[config.mk]
export PLATFORM = sky130hd
export DESIGN_NAME = utf16_to_utf8_transcoder_core
export DESIGN_NICKNAME = d
export VERILOG_FILES = /design/src/utt_pkg.sv /design/src/utf16_to_utf8_transcoder_core.sv /design/src/utt_front.sv /design/src/utt_queue.sv /design/src/utt_back.sv
export SDC_FILE = /design/constraint.sdc
export NUM_CORES = 1
export LEC_CHECK = 0
export ABC_AREA = 1
export ABC_CLOCK_PERIOD_IN_PS = 3500
export BUFFER_PORTS_ARGS = -buffer_cell sky130_fd_sc_hd__buf_2
export CORE_UTILIZATION = 40
export CTS_BUF_LIST = sky130_fd_sc_hd__clkbuf_4
export DETAILED_ROUTE_END_ITERATION = 8
export PLACE_DENSITY = 0.56
export RECOVER_POWER = 25
export SLEW_MARGIN = 20
export SYNTH_ARGS = -nofsm -noshare
export SYNTH_HDL_FRONTEND = slang
export SYNTH_SLANG_ARGS = --single-unit
[constraint.sdc]
create_clock -name clk -period 3.5 [get_ports clk]
set_clock_uncertainty 0.15 [all_clocks]
set_input_delay 0.525 -clock clk [delete_from_list [all_inputs] [get_ports clk]]
set_output_delay 0.525 -clock clk [all_outputs]
set_load 0.05 [all_outputs]
[src/utt_pkg.sv]
// Shared types and constants of the UTF-16 to UTF-8 transcoder.
// Used by the front end, the job queue, the back end and the top level.
// No dependencies.
package utt_pkg;

	// Depth of the job queue between front end and back end.
	localparam int unsigned QDEPTH = 4;
	localparam int unsigned QPTR_W = $clog2(QDEPTH);
	localparam int unsigned QCNT_W = $clog2(QDEPTH + 1);

	// Code point width (up to U+10FFFF).
	localparam int unsigned CP_W = 21;

	// Surrogate prefixes on the upper six bits of a code unit.
	localparam logic [5:0] HIGH_SURR_TAG = 6'b110110;
	localparam logic [5:0] LOW_SURR_TAG  = 6'b110111;

	// Offset added to a joined surrogate pair.
	localparam logic [CP_W-1:0] SUPP_BASE = 21'h10000;

	// What the back end does with one job.
	typedef enum logic [1:0] {
		JOB_ENCODE   = 2'd0,
		JOB_BARE_END = 2'd1,
		JOB_ERROR    = 2'd2
	} job_kind_t;

	// One job handed from the front end to the back end.
	typedef struct packed {
		job_kind_t         kind;
		logic [CP_W-1:0]   cp;
		logic              last;
	} job_t;

	// Queue status seen by the front end and the back end.
	typedef struct packed {
		logic full;
		logic empty;
	} q_status_t;

endpackage

[src/utf16_to_utf8_transcoder_core.sv]
// Top level of the UTF-16 to UTF-8 transcoder: front end, job queue and
// back end. Depends on utt_pkg, utt_front, utt_queue and utt_back.
//
//   channel  | handshake            | payload
//   ---------+----------------------+-----------------------------------------
//   input    | in_valid / in_stall  | in_byte, in_last
//   output   | out_valid / out_stall| utf8_byte, has_byte, out_last,
//            |                      | bad_surrogate
//   config   | cfg_wr_en            | cfg_wr_data (big_endian)
//
// The front end takes one source byte per cycle while the four-entry job
// queue has room; each job is one code point, end marker or error marker.
// The back end sends one result byte per cycle while the output is not
// stalled; a two-byte unit that gives three UTF-8 bytes makes the back
// end the limit on sustained throughput. A popped job waits in the
// current-job register and its bytes pass through the output register.
// Reset clears the stream state, the queue and the output valid flag.
// A stall on the output side backs up the queue and then stalls the input.
module utf16_to_utf8_transcoder_core (
	input  logic       clk,
	input  logic       arst_n,
	input  logic       in_valid,
	output logic       in_stall,
	input  logic [7:0] in_byte,
	input  logic       in_last,
	input  logic       cfg_wr_en,
	input  logic       cfg_wr_data,
	output logic       out_valid,
	input  logic       out_stall,
	output logic [7:0] utf8_byte,
	output logic       has_byte,
	output logic       out_last,
	output logic       bad_surrogate
);
	import utt_pkg::*;

	logic      push;
	logic      pop;
	job_t      push_job;
	job_t      head_job;
	q_status_t q_status;

	// Byte assembly and surrogate pairing.
	utt_front u_front (
		.clk         (clk),
		.arst_n      (arst_n),
		.in_valid    (in_valid),
		.in_stall    (in_stall),
		.in_byte     (in_byte),
		.in_last     (in_last),
		.cfg_wr_en   (cfg_wr_en),
		.cfg_wr_data (cfg_wr_data),
		.q_status    (q_status),
		.push        (push),
		.push_job    (push_job)
	);

	// Job queue decoupling the two sides.
	utt_queue u_queue (
		.clk      (clk),
		.arst_n   (arst_n),
		.push     (push),
		.push_job (push_job),
		.pop      (pop),
		.head_job (head_job),
		.status   (q_status)
	);

	// UTF-8 serialization.
	utt_back u_back (
		.clk           (clk),
		.arst_n        (arst_n),
		.q_status      (q_status),
		.head_job      (head_job),
		.pop           (pop),
		.out_valid     (out_valid),
		.out_stall     (out_stall),
		.utf8_byte     (utf8_byte),
		.has_byte      (has_byte),
		.out_last      (out_last),
		.bad_surrogate (bad_surrogate)
	);

endmodule

[src/utt_front.sv]
// Front end: takes source bytes, builds code units, pairs surrogates and
// pushes one encode, end or error job into the queue.
// Depends on utt_pkg.
module utt_front (
	input  logic          clk,
	input  logic          arst_n,
	input  logic          in_valid,
	output logic          in_stall,
	input  logic [7:0]    in_byte,
	input  logic          in_last,
	input  logic          cfg_wr_en,
	input  logic          cfg_wr_data,
	input  utt_pkg::q_status_t q_status,
	output logic          push,
	output utt_pkg::job_t push_job
);
	import utt_pkg::*;

	logic        big_endian_q;
	logic [7:0]  first_byte_q;
	logic        byte_phase_q;
	logic [9:0]  high_hold_q;
	logic        high_pending_q;
	logic        drop_q;

	logic [7:0]  first_byte_d;
	logic        byte_phase_d;
	logic [9:0]  high_hold_d;
	logic        high_pending_d;
	logic        drop_d;

	logic        accept;
	logic [15:0] unit;
	logic        is_high;
	logic        is_low;
	logic [CP_W-1:0] pair_cp;

	// A byte transfers whenever the queue has room for a job.
	assign in_stall = q_status.full;
	assign accept   = in_valid && !in_stall;

	// Assemble the code unit from the held byte and the arriving byte.
	assign unit    = big_endian_q ? {first_byte_q, in_byte} : {in_byte, first_byte_q};
	assign is_high = (unit[15:10] == HIGH_SURR_TAG);
	assign is_low  = (unit[15:10] == LOW_SURR_TAG);
	assign pair_cp = {1'b0, high_hold_q, unit[9:0]} + SUPP_BASE;

	// Classify the byte and decide the next stream state and the job.
	always_comb begin
		first_byte_d   = first_byte_q;
		byte_phase_d   = byte_phase_q;
		high_hold_d    = high_hold_q;
		high_pending_d = high_pending_q;
		drop_d         = drop_q;
		push           = 1'b0;
		push_job.kind  = JOB_ENCODE;
		push_job.cp    = {5'd0, unit};
		push_job.last  = in_last;
		if (accept) begin
			if (drop_q) begin
				if (in_last) begin
					drop_d = 1'b0;
				end
			end else if (!byte_phase_q) begin
				if (in_last) begin
					// An odd trailing byte is dropped; flush a held high surrogate.
					push          = 1'b1;
					push_job.last = 1'b1;
					if (high_pending_q) begin
						push_job.kind = JOB_ENCODE;
						push_job.cp   = {5'd0, HIGH_SURR_TAG, high_hold_q};
					end else begin
						push_job.kind = JOB_BARE_END;
					end
					high_pending_d = 1'b0;
					high_hold_d    = '0;
					first_byte_d   = '0;
				end else begin
					first_byte_d = in_byte;
					byte_phase_d = 1'b1;
				end
			end else begin
				byte_phase_d = 1'b0;
				if (high_pending_q) begin
					push = 1'b1;
					if (is_low) begin
						push_job.kind  = JOB_ENCODE;
						push_job.cp    = pair_cp;
						high_pending_d = 1'b0;
					end else begin
						// Broken pair ends the conversion.
						push_job.kind  = JOB_ERROR;
						push_job.last  = 1'b1;
						high_pending_d = 1'b0;
						drop_d         = !in_last;
					end
				end else if (is_high) begin
					if (in_last) begin
						// A trailing high surrogate is encoded on its own.
						push = 1'b1;
					end else begin
						high_hold_d    = unit[9:0];
						high_pending_d = 1'b1;
					end
				end else if (is_low) begin
					// A lone low surrogate ends the conversion.
					push          = 1'b1;
					push_job.kind = JOB_ERROR;
					push_job.last = 1'b1;
					drop_d        = !in_last;
				end else begin
					push = 1'b1;
				end
				if (in_last || (push_job.kind == JOB_ERROR && push)) begin
					high_hold_d  = '0;
					first_byte_d = '0;
				end
			end
		end
	end

	// Stream state and the endianness register.
	always_ff @(posedge clk or negedge arst_n) begin
		if (!arst_n) begin
			big_endian_q   <= 1'b0;
			first_byte_q   <= '0;
			byte_phase_q   <= 1'b0;
			high_hold_q    <= '0;
			high_pending_q <= 1'b0;
			drop_q         <= 1'b0;
		end else begin
			if (cfg_wr_en) begin
				big_endian_q <= cfg_wr_data;
			end
			first_byte_q   <= first_byte_d;
			byte_phase_q   <= byte_phase_d;
			high_hold_q    <= high_hold_d;
			high_pending_q <= high_pending_d;
			drop_q         <= drop_d;
		end
	end

	// While dropping after an error, no unit or surrogate is in progress.
	a_drop_clean: assert property (@(posedge clk) disable iff (!arst_n)
		drop_q |-> (!byte_phase_q && !high_pending_q))
		else $error("drop mode with unit or surrogate in progress");

	// A job is only pushed when the queue has room.
	a_push_room: assert property (@(posedge clk) disable iff (!arst_n)
		push |-> !q_status.full)
		else $error("job pushed into a full queue");

	// An error job always ends the stream it belongs to.
	a_err_last: assert property (@(posedge clk) disable iff (!arst_n)
		(push && push_job.kind == JOB_ERROR) |-> push_job.last)
		else $error("error job without end mark");

endmodule

[src/utt_queue.sv]
// Short job queue between front end and back end, held in flip-flops.
// Depends on utt_pkg.
module utt_queue (
	input  logic               clk,
	input  logic               arst_n,
	input  logic               push,
	input  utt_pkg::job_t      push_job,
	input  logic               pop,
	output utt_pkg::job_t      head_job,
	output utt_pkg::q_status_t status
);
	import utt_pkg::*;

	job_t              slots_q [QDEPTH];
	logic [QPTR_W-1:0] wr_ptr_q;
	logic [QPTR_W-1:0] rd_ptr_q;
	logic [QCNT_W-1:0] count_q;

	assign status.full  = (count_q == QCNT_W'(QDEPTH));
	assign status.empty = (count_q == '0);
	assign head_job     = slots_q[rd_ptr_q];

	// Slot storage.
	always_ff @(posedge clk) begin
		if (push) begin
			slots_q[wr_ptr_q] <= push_job;
		end
	end

	// Pointers and fill count.
	always_ff @(posedge clk or negedge arst_n) begin
		if (!arst_n) begin
			wr_ptr_q <= '0;
			rd_ptr_q <= '0;
			count_q  <= '0;
		end else begin
			if (push) begin
				wr_ptr_q <= wr_ptr_q + 1'b1;
			end
			if (pop) begin
				rd_ptr_q <= rd_ptr_q + 1'b1;
			end
			case ({push, pop})
				2'b10:   count_q <= count_q + 1'b1;
				2'b01:   count_q <= count_q - 1'b1;
				default: count_q <= count_q;
			endcase
		end
	end

	// The fill count never passes the depth.
	a_count_range: assert property (@(posedge clk) disable iff (!arst_n)
		count_q <= QCNT_W'(QDEPTH))
		else $error("queue count out of range");

	// No pop from an empty queue.
	a_no_underflow: assert property (@(posedge clk) disable iff (!arst_n)
		pop |-> !status.empty)
		else $error("pop from an empty queue");

endmodule

[src/utt_back.sv]
// Back end: takes jobs from the queue and sends their UTF-8 bytes out one
// per cycle through an output register while the output is not stalled.
// Depends on utt_pkg.
module utt_back (
	input  logic               clk,
	input  logic               arst_n,
	input  utt_pkg::q_status_t q_status,
	input  utt_pkg::job_t      head_job,
	output logic               pop,
	output logic               out_valid,
	input  logic               out_stall,
	output logic [7:0]         utf8_byte,
	output logic               has_byte,
	output logic               out_last,
	output logic               bad_surrogate
);
	import utt_pkg::*;

	job_t        cur_q;
	logic        cur_valid_q;
	logic [1:0]  idx_q;

	logic        out_valid_q;
	logic [7:0]  byte_q;
	logic        has_q;
	logic        last_q;
	logic        bad_q;

	logic        load_out;
	logic [1:0]  last_idx;
	logic [1:0]  remain;
	logic [7:0]  lead_byte;
	logic [5:0]  cont_bits;
	logic [7:0]  cur_byte;
	logic        finishing;

	// Byte count of the current job, less one.
	always_comb begin
		if (cur_q.kind != JOB_ENCODE) begin
			last_idx = 2'd0;
		end else if (cur_q.cp < CP_W'(32'h80)) begin
			last_idx = 2'd0;
		end else if (cur_q.cp < CP_W'(32'h800)) begin
			last_idx = 2'd1;
		end else if (cur_q.cp < CP_W'(32'h10000)) begin
			last_idx = 2'd2;
		end else begin
			last_idx = 2'd3;
		end
	end

	// Lead byte and continuation bytes of the current code point.
	assign remain = last_idx - idx_q;
	always_comb begin
		case (last_idx)
			2'd0:    lead_byte = cur_q.cp[7:0];
			2'd1:    lead_byte = {3'b110, cur_q.cp[10:6]};
			2'd2:    lead_byte = {4'b1110, cur_q.cp[15:12]};
			default: lead_byte = {5'b11110, cur_q.cp[20:18]};
		endcase
		case (remain)
			2'd0:    cont_bits = cur_q.cp[5:0];
			2'd1:    cont_bits = cur_q.cp[11:6];
			default: cont_bits = cur_q.cp[17:12];
		endcase
		if (cur_q.kind != JOB_ENCODE) begin
			cur_byte = 8'h00;
		end else if (idx_q == 2'd0) begin
			cur_byte = lead_byte;
		end else begin
			cur_byte = {2'b10, cont_bits};
		end
	end

	// Advance when the output register is free or being transferred.
	assign load_out  = !out_valid_q || !out_stall;
	assign finishing = cur_valid_q && load_out && (idx_q == last_idx);
	assign pop       = !q_status.empty && (!cur_valid_q || finishing);

	// Current job and byte index.
	always_ff @(posedge clk or negedge arst_n) begin
		if (!arst_n) begin
			cur_valid_q <= 1'b0;
			idx_q       <= '0;
		end else begin
			if (pop) begin
				cur_valid_q <= 1'b1;
				idx_q       <= '0;
			end else if (finishing) begin
				cur_valid_q <= 1'b0;
				idx_q       <= '0;
			end else if (cur_valid_q && load_out) begin
				idx_q <= idx_q + 1'b1;
			end
		end
	end

	always_ff @(posedge clk) begin
		if (pop) begin
			cur_q <= head_job;
		end
	end

	// Output register.
	always_ff @(posedge clk or negedge arst_n) begin
		if (!arst_n) begin
			out_valid_q <= 1'b0;
		end else if (load_out) begin
			out_valid_q <= cur_valid_q;
		end
	end

	always_ff @(posedge clk) begin
		if (load_out) begin
			byte_q <= cur_byte;
			has_q  <= (cur_q.kind == JOB_ENCODE);
			last_q <= cur_q.last && (idx_q == last_idx);
			bad_q  <= (cur_q.kind == JOB_ERROR);
		end
	end

	assign out_valid     = out_valid_q;
	assign utf8_byte     = byte_q;
	assign has_byte      = has_q;
	assign out_last      = last_q;
	assign bad_surrogate = bad_q;

	// The byte index never runs past the length of the code point.
	a_idx_range: assert property (@(posedge clk) disable iff (!arst_n)
		cur_valid_q |-> (idx_q <= last_idx))
		else $error("byte index past end of code point");

	// An error result is a bare marker that ends the stream.
	a_err_shape: assert property (@(posedge clk) disable iff (!arst_n)
		(out_valid_q && bad_q) |-> (last_q && !has_q))
		else $error("malformed error result");

endmodule

==> results of run 1 <==
[cell usage after synthesis (2+ instances only)]
cell	number	area, µm²
sky130_fd_sc_hd__buf_2	4	20.0
sky130_fd_sc_hd__a31oi_1	4	25.0
sky130_fd_sc_hd__nor2_2	4	25.0
sky130_fd_sc_hd__nand3_2	4	40.0
sky130_fd_sc_hd__o21ai_0	71	355
sky130_fd_sc_hd__nor2_1	75	282
sky130_fd_sc_hd__nand3_1	38	190
sky130_fd_sc_hd__inv_1	53	199
sky130_fd_sc_hd__buf_4	3	22.5
sky130_fd_sc_hd__edfxtp_1	131	3930
sky130_fd_sc_hd__o211ai_1	8	60.1
sky130_fd_sc_hd__nand2_2	6	37.5
sky130_fd_sc_hd__clkbuf_1	16	60.1
sky130_fd_sc_hd__xor2_1	4	35.0
sky130_fd_sc_hd__o21ai_1	19	95.1
sky130_fd_sc_hd__buf_6	2	22.5
sky130_fd_sc_hd__nand2_1	104	390
sky130_fd_sc_hd__a21oi_1	13	65.1
sky130_fd_sc_hd__dfrtp_1	33	826
sky130_fd_sc_hd__o22ai_1	25	156
sky130_fd_sc_hd__inv_2	2	7.51
sky130_fd_sc_hd__ha_1	12	150
sky130_fd_sc_hd__o21ai_2	5	43.8
sky130_fd_sc_hd__nor3_1	3	15.0
[metal layers]
layer / part of all wire / global-route usage
met5: 0 / 0
met4: 0.013 / 0.0593
met3: 0.041 / 0.0406
met2: 0.49 / 0.310
met1: 0.45 / 0.234
[repair_timing]
item,4_1_cts,5_1_grt
buffers inserted,0,0
gates resized for setup,0,1
setup endpoints to repair,0,2
hold buffers,3,0
hold endpoints to repair,34,0
[metrics by stage]
step	cells	setup WS [ns]	setup TNS [ns]	area [µm²]	total power [W]
floorplan	654	-0.0567	-0.0567	7240	0.00521
global route	934	0.0236	0	7980	0.00767
CTS	932	0.232	0	8000	0.00726
finish	934	0.302	0	7980	0.00716
global placement	897	0.323	0	7700	0.00614
detailed placement	897	0.255	0	7700	0.00617
[where the power goes]
group / total [W] / switching [W] / leakage (nW) / internal (W)
Sequential: 0.00316 / 0.000278 / 1.65 / 0.00289
Clock: 0.00110 / 0.000657 / 0.161 / 0.000440
Combinational: 0.00290 / 0.00206 / 1.18 / 0.000847
[state kept, by name (all words and copies together), names as in the netlist, 2 cells and up]
register / cells
u_front.first_byte_q: 8
u_back.utf8_byte: 8
u_queue.count_q: 3
u_queue.slots_q: 96
u_back.cur_q: 24
u_queue.rd_ptr_q: 2
u_front.high_hold_q: 10
u_back.idx_q: 2
u_queue.wr_ptr_q: 2
[logic make-up after synthesis]
logic type | count (synthesis)
mux | 1
fa+ha+maj | 13
flops | 164
xor+xnor | 5
buf+inv | 82
compound gates | 147
simple gates | 242
[cell usage in the layout, fill, tap and decap left out, drive strengths merged]
cell	synthesis	final
edfxtp	131	131
nand2	110	110
o21ai	95	95
nor2	80	80
inv	56	59
nand3	43	43
clkbuf	16	34
dfrtp	33	33
buf	9	28
o22ai	25	25
a21oi	13	13
ha	12	12
o211ai	8	8
clkinv	1	8
nor3	5	5
a31oi	4	4
xor2	4	4
dlygate4sd3	0	3
diode	0	2
bufinv	0	2
nor4	2	2
clkinvlp	0	1
nand4	1	1
nor3b	1	1
o21a	1	1
mux2	1	1
xnor2	1	1
a211oi	1	1
fa	1	1
[worst register-to-register path, delay by kind of cell, from the launching register on]
| family | cells | cell delay (ns) |
|---|---|---|
| adders and majority gates | 3 | 0.96 |
| AOI/OAI and AO/OA | 4 | 0.44 |
| buffers and inverters | 2 | 0.20 |
| and+or+nand+nor | 5 | 0.74 |
| xor gates and xnor gates | 1 | 0.15 |
| DFF | 1 | 0.47 |
[how the worst max path moves through the flow]
stage	end	slack [ns]	cells past startpoint
after floorplan	u_queue.count_q[2]	-0.06	16
after global placement	u_queue.count_q[2]	0.32	18
after detailed placement	u_queue.count_q[2]	0.26	18
after CTS	u_queue.count_q[2]	0.23	18
after global routing	u_queue.count_q[2]	0.02	15
final	u_queue.count_q[2]	0.30	15
[final cells by class]
class                      count  area share
multi-input combinational    408       0.268
tap                          225      0.0353
inverter                      57      0.0276
sequential                   164       0.597
clock inverter                13      0.0165
antenna                        2    0.000627
timing repair buffer          46      0.0375
clock buffer                  19      0.0179
==> impl_metrics.tcl, run 1 <==
set metrics [dict create \
    place.gp.congestion 0.853 \
    crit_slowest_cell "sky130_fd_sc_hd__edfxtp_1" \
    hpwl_after_dpl_um 10900 \
    ios 28 \
    register_to_register_path_setup_slack_ns 0.30 \
    hold_path_end "u_front.first_byte_q[6]" \
    drtIter0Drc 390 \
    route.detailed.drc 0 \
    period_share 0.914 \
    tritoncts_clock_tree "built" \
    deepest_level_of_the_cts_h_tree 4 \
    netlist_instances 654 \
    ff_latch_area_um2 4760 \
    synth.mux.area_fraction 0.00156 \
    run_status "complete, but fails checks" \
    port_buffers 27 \
    postSynthNetCount 682 \
    rr_worst_depth 15 \
    timing.max_slew.rel_slack -0.356 \
    critical_path.reg2reg.startpoint "u_back.cur_q[11]" \
    number_of_vias_per_cell_after_detailed_routing 5.14 \
    core.rowCount 48 \
    max_cap_viol_count 1 \
    detail_route.wl_per_cell_um 16.8 \
    setup.worst_path.end_class "flop" \
    multi_input_comb_area_um2 2140 \
    max-clock-path-buffers 2 \
    finalHoldWorstSlack_ns 0.0665 \
    criticalPathCategory "reg2reg" \
    failed_checks "capacitance limit, slew limit" \
    timing_worst_slew_pin_value_ns 2.03 \
    clk_latency_worst_skew_pair_ns 0.56 \
    critical-path-max-stage-delay_ns 0.47 \
    cellLeakagePower_nw 2.99 \
    synth_compound_area_frac 0.113 \
    grt_setup_unrepaired "false" \
    worstHoldStart "in_byte[6]" \
    hold_violations 0 \
    antenna_found_initial 1 \
    fillers 1613 \
    core-area_um2 17500 \
    synth-edff-count 131 \
    cp_data_required_time_ns 3.80 \
    worst_r2r_endpoint "u_queue.count_q[2]" \
    post_route_cells_drive_above_1_share 0.129 \
    setup-violations-final 0 \
    synth.yosys.seq_area_share 0.658 \
    first_global_vias 4689 \
    nets 722 \
    largest_family_of_logic_cells_by_synthesized_area "simple AND/OR/NAND/NOR gates" \
    detail_route.wirelength_um 15700 \
    syn-cell-area_um2 7230 \
    dominantRegCellSynth "sky130_fd_sc_hd__edfxtp_1" \
    synth_simple_gate_area_share 0.151 \
    fmax_ghz 0.313 \
    clk_root_buffer_cell "sky130_fd_sc_hd__clkbuf_4" \
    crit_chain "nor4_1 -> a31oi_1 -> nand2_1 -> ha_2 -> inv_1 -> a21oi_1 -> nand2_1 -> nand2_1 -> nand2_1 -> clkinvlp_4 -> ha_1 -> fa_1 -> a21oi_1 -> o21ai_0 -> xor2_1" \
    clock_net_sink_count 164 \
    initial_core_util 0.414 \
    critical_path.n_buffers_inverters 2 \
    cts_buffers 17 \
    grt_overflow 0 \
    power-per-cell-area_nw_per_um2 898 \
    layout_min_cycle_time_ns 3.20 \
    highest_fanout_seen_on_the_critical_path 7 \
    ff_latch_count_synth 164 \
    peakVddDrop_v 0.000386 \
    post_synth_fa_ha_maj_area_fraction 0.0235 \
    die-height_um 136 \
    fraction_of_synthesis_flops_using_an_asynchronous_set_or_reset_pin 0.201 \
    drtPass1Iterations 5 \
    synth_cell_types 39 \
    largest_net_degree_at_the_start_of_global_routing 50 \
    timing.final.max_slew_violations 34 \
    dieWidth_um 136 \
    grt_util_all_layers 0.184 \
    postLayoutCoreUtil 0.456 \
    die-area_um2 18600 \
    yosys_warnings 0 \
    min-delay-path-class "in2reg" \
    critical_path.top_delay_family "adder cells" \
    arrival_ns 3.50 \
    min_path_cells 3 \
    vias_after_detailed_routing 4801 \
    worst_setup_path_start_kind "flop" \
    setup.worst_path.start "u_back.cur_q[11]" \
    route.antenna.remaining_nets 0 \
    synthesis.area_per_instance_um2 11.1 \
    post_synth_xor_area_fraction 0.00605 \
    grt_pass1_wl_um 25200 \
    path_clk_slew_ns 0.13 \
    layout-area-overhead-vs-synth_pct 10.3 \
    worst_path_most_repeated_cell "sky130_fd_sc_hd__nand2_1" \
]
No activity file was read; power rests on OpenSTA's default activity.
==> run 2: changes to the inputs <==
--- a/config.mk
+++ b/config.mk
@@ -5,7 +5,6 @@
 export SDC_FILE = /design/constraint.sdc
 export NUM_CORES = 1
 export LEC_CHECK = 0
-export ABC_AREA = 1
 export ABC_CLOCK_PERIOD_IN_PS = 3500
 export BUFFER_PORTS_ARGS = -buffer_cell sky130_fd_sc_hd__buf_2
 export CORE_UTILIZATION = 40
==> run 2 against run 1 <==
Net effect: the run still ends with capacitance limit, slew limit left; synthesized cell count fell by 32%; highest routed layer unchanged; worst hold slack worse by 0.0041 ns; sequential power is 6% lower; design area down 2.0%; sequential share of layout area increased by 1.2 points; register-to-register slack hardly changed; die area fell by 3.3%.
==> impl_metrics.tcl, run 2 <==
set metrics [dict create \
    run_status "complete, but fails checks" \
    failed_checks "capacitance limit, slew limit" \
    timing.final.max_slew_violations 34 \
    tritoncts_clock_tree "built" \
    peakVddDrop_v 0.000401 \
    clk_root_buffer_cell "sky130_fd_sc_hd__clkbuf_4" \
    drtIter0Drc 332 \
    fraction_of_synthesis_flops_using_an_asynchronous_set_or_reset_pin 0.201 \
    cp_data_required_time_ns 3.79 \
    port_buffers 27 \
    first_global_vias 3811 \
    finalHoldWorstSlack_ns 0.0624 \
    yosys.cell_count.top_type "sky130_fd_sc_hd__edfxtp_1" \
    dominantRegCellSynth "sky130_fd_sc_hd__edfxtp_1" \
    timing.max_slew.rel_slack -0.304 \
    largestRegisters "u_queue.slots_q (96), u_back.cur_q (24), u_front.high_hold_q (10)" \
    placed_cells 686 \
    min-delay-path-class "in2reg" \
    dieWidth_um 134 \
    number_of_vias_per_cell_after_detailed_routing 5.32 \
    layout-area-overhead-vs-synth_pct 11.9 \
    globalRouteMet1Util 0.201 \
    clk_latency_worst_skew_pair_ns 0.55 \
    post_synth_main_area_contributors "sky130_fd_sc_hd__edfxtp_1, sky130_fd_sc_hd__dfrtp_1, sky130_fd_sc_hd__mux4_2, sky130_fd_sc_hd__mux2i_1, sky130_fd_sc_hd__ha_1" \
    p_total_w 0.00653 \
    post_synth_fa_ha_maj_area_fraction 0.0244 \
    vias_after_detailed_routing 3835 \
    period_share 0.911 \
    antenna_found_initial 1 \
    synth_cell_types 53 \
    crit_slowest_cell "sky130_fd_sc_hd__fa_1" \
    synth-edff-count 131 \
    netlist_instances 444 \
    grt_use_met3 0.0355 \
    synth_simple_gate_area_share 0.0754 \
    core.rowCount 47 \
    drtPass1Iterations 5 \
    path_clk_slew_ns 0.13 \
    largest-register "u_queue.slots_q" \
    core-area_um2 16800 \
    deepest_level_of_the_cts_h_tree 4 \
    die-height_um 134 \
    max_cap_viol_count 1 \
    timing.setup.tns_ns 0 \
    final_cell_count_no_fill 721 \
    criticalPathCategory "reg2reg" \
    timing_worst_slew_pin_value_ns 1.96 \
    post_cts_resized 0 \
    route.detailed.drc 0 \
    post_route_cells_drive_above_1_share 0.204 \
    cellLeakagePower_nw 2.90 \
    detail_route.wl_per_cell_um 18.2 \
    cts_buffers 17 \
    initial_core_util 0.415 \
    route.antenna.remaining_nets 0 \
    synthesis.area_per_instance_um2 15.7 \
    ff_latch_count_synth 164 \
    max-clock-path-buffers 2 \
    synth_area_leader_cell "sky130_fd_sc_hd__edfxtp_1" \
    postSynthNetCount 472 \
    crit_chain "or2_1 -> inv_2 -> o21ai_2 -> ha_1 -> nand4_1 -> mux2_4 -> a21oi_4 -> ha_4 -> fa_1 -> mux2_2" \
    setup-violations-final 0 \
    place.gp.congestion 0.842 \
    grt_setup_unrepaired "false" \
    ff_latch_area_um2 4760 \
    die-area_um2 18000 \
    worst_setup_path_start_kind "flop" \
    hpwl_after_dpl_um 8590 \
    highest_fanout_seen_on_the_critical_path 11 \
    clock_net_sink_count 164 \
    synth.mux.area_fraction 0.122 \
    critical_path.top_delay_family "adder cells" \
    layout.cells.most_common_list "sky130_fd_sc_hd__edfxtp_1, sky130_fd_sc_hd__dfrtp_1, sky130_fd_sc_hd__nand2_1, sky130_fd_sc_hd__nor2_1, sky130_fd_sc_hd__mux4_2" \
    grt_overflow 0 \
    global_route.peak_usage_layer "met2" \
    layout_min_cycle_time_ns 3.19 \
    critical-path-max-stage-delay_ns 0.40 \
    flip_flop_count_of_the_largest_register_all_copies_and_words_added 96 \
    hold_violations 0 \
    critical_path.n_buffers_inverters 1 \
    syn-cell-area_um2 6990 \
    power-per-cell-area_nw_per_um2 836 \
    grt_pass1_wl_um 20800 \
    ios 28 \
    synth.top_cell.area_share 0.563 \
    fmax_ghz 0.314 \
    synthTopCellsByCount "sky130_fd_sc_hd__edfxtp_1, sky130_fd_sc_hd__dfrtp_1, sky130_fd_sc_hd__nand2_1" \
    yosys_warnings 0 \
    post_synth_xor_area_fraction 0.0177 \
    synth_compound_area_frac 0.0598 \
    nets 515 \
    met2_usage 0.259 \
    synth.yosys.seq_area_share 0.681 \
    setup.worst_path.end_class "flop" \
    layout_commonest_cell "sky130_fd_sc_hd__edfxtp_1" \
    largest_family_of_logic_cells_by_synthesized_area "multiplexers" \
    arrival_ns 3.47 \
    multi_input_comb_area_um2 2120 \
    detail_route.wirelength_um 13200 \
    grt_util_all_layers 0.156 \
    fillers 1499 \
    largest_net_degree_at_the_start_of_global_routing 34 \
]
## run 2: changes by cell type after synthesis, sizes merged, moves of 5 or more
| cell | before | now |
|---|---|---|
| o22ai | 25 | 2 |
| nand3 | 43 | 9 |
| nand2 | 110 | 32 |
| mux2i | 0 | 23 |
| nor2 | 80 | 30 |
| and2 | 0 | 5 |
| mux2 | 1 | 7 |
| inv | 56 | 16 |
| o21ai | 95 | 16 |
| a22o | 0 | 9 |
| o211ai | 8 | 0 |
| xnor2 | 1 | 9 |
| mux4 | 0 | 24 |
## run 2: what timing repair did
| action | in CTS | in global routing |
|---|---|---|
| hold endpoints to repair | 34 | 0 |
| setup buffers | 0 | 0 |
| hold buffers | 2 | 0 |
## run 2: final cells by class
class	instances	share of cell area
flip-flops and latches	164	0.609
multi-input cells	246	0.272
well taps	220	0.0352
clock inverters	14	0.0298
repair buffers	42	0.0290
clock buffers	18	0.0173
inverters	16	0.00768
diodes	1	0.000320
## run 2: power by group
part	switching (W)	internal (W)	leakage, nW
Clock	0.000658	0.000717	0.194
Combinational	0.00131	0.000883	1.05
Sequential	0.000235	0.00274	1.66
## run 2: worst paths after layout
check / from / endpoint / slack (ns) / depth (start not counted)
max: u_back.cur_q[23] / u_queue.count_q[1] / 0.31 / 10
min: cfg_wr_en / u_front.big_endian_q / 0.06 / 2
max reg2reg: u_back.cur_q[23] / u_queue.count_q[1] / 0.31 / 10
min reg2reg: u_queue.count_q[2] / u_queue.count_q[2] / 0.36 / 1
max in group asynchronous: arst_n / u_front.high_hold_q[6] / 1.17 / 2
min in group asynchronous: arst_n / u_front.high_pending_q / 0.89 / 2
## run 2: per-stage QoR
stage                     utilization  instance area [µm²]  setup slack (ns)
after floorplan                     -                 7030           -0.0404
after global placement          0.443                 7450             0.451
after detailed placement        0.443                 7450             0.362
after CTS                       0.466                 7840             0.330
after global routing            0.465                 7820             0.123
final                           0.465                 7820             0.313
## run 2: layer usage
| layer | vias to the layer above | routed length (µm) |
|---|---|---|
| li1 | 1806 | - |
| met4 | 0 | 172 |
| met3 | 18 | 477 |
| met1 | 1927 | 6070 |
| met5 | - | 0 |
| met2 | 84 | 6440 |
## run 2: cell families (layout without fill, tap and decap cells)
group,count (synthesis),after routing
flip-flops,164,164
AND/OR/NAND/NOR,107,107
AO/OA/AOI/OAI,60,60
adder cells (fa/ha/maj),13,13
multiplexers,54,54
XOR/XNOR,12,12
other,0,1
buffers and inverters,34,90
## run 2: worst register-to-register path, cell delays in order (launching register included)
cell,delay (ns)
sky130_fd_sc_hd__edfxtp_1,0.39
sky130_fd_sc_hd__or2_1,0.39
sky130_fd_sc_hd__inv_2,0.22
sky130_fd_sc_hd__o21ai_2,0.12
sky130_fd_sc_hd__ha_1,0.36
sky130_fd_sc_hd__nand4_1,0.11
sky130_fd_sc_hd__mux2_4,0.31
sky130_fd_sc_hd__a21oi_4,0.19
sky130_fd_sc_hd__ha_4,0.17
sky130_fd_sc_hd__fa_1,0.40
sky130_fd_sc_hd__mux2_2,0.26
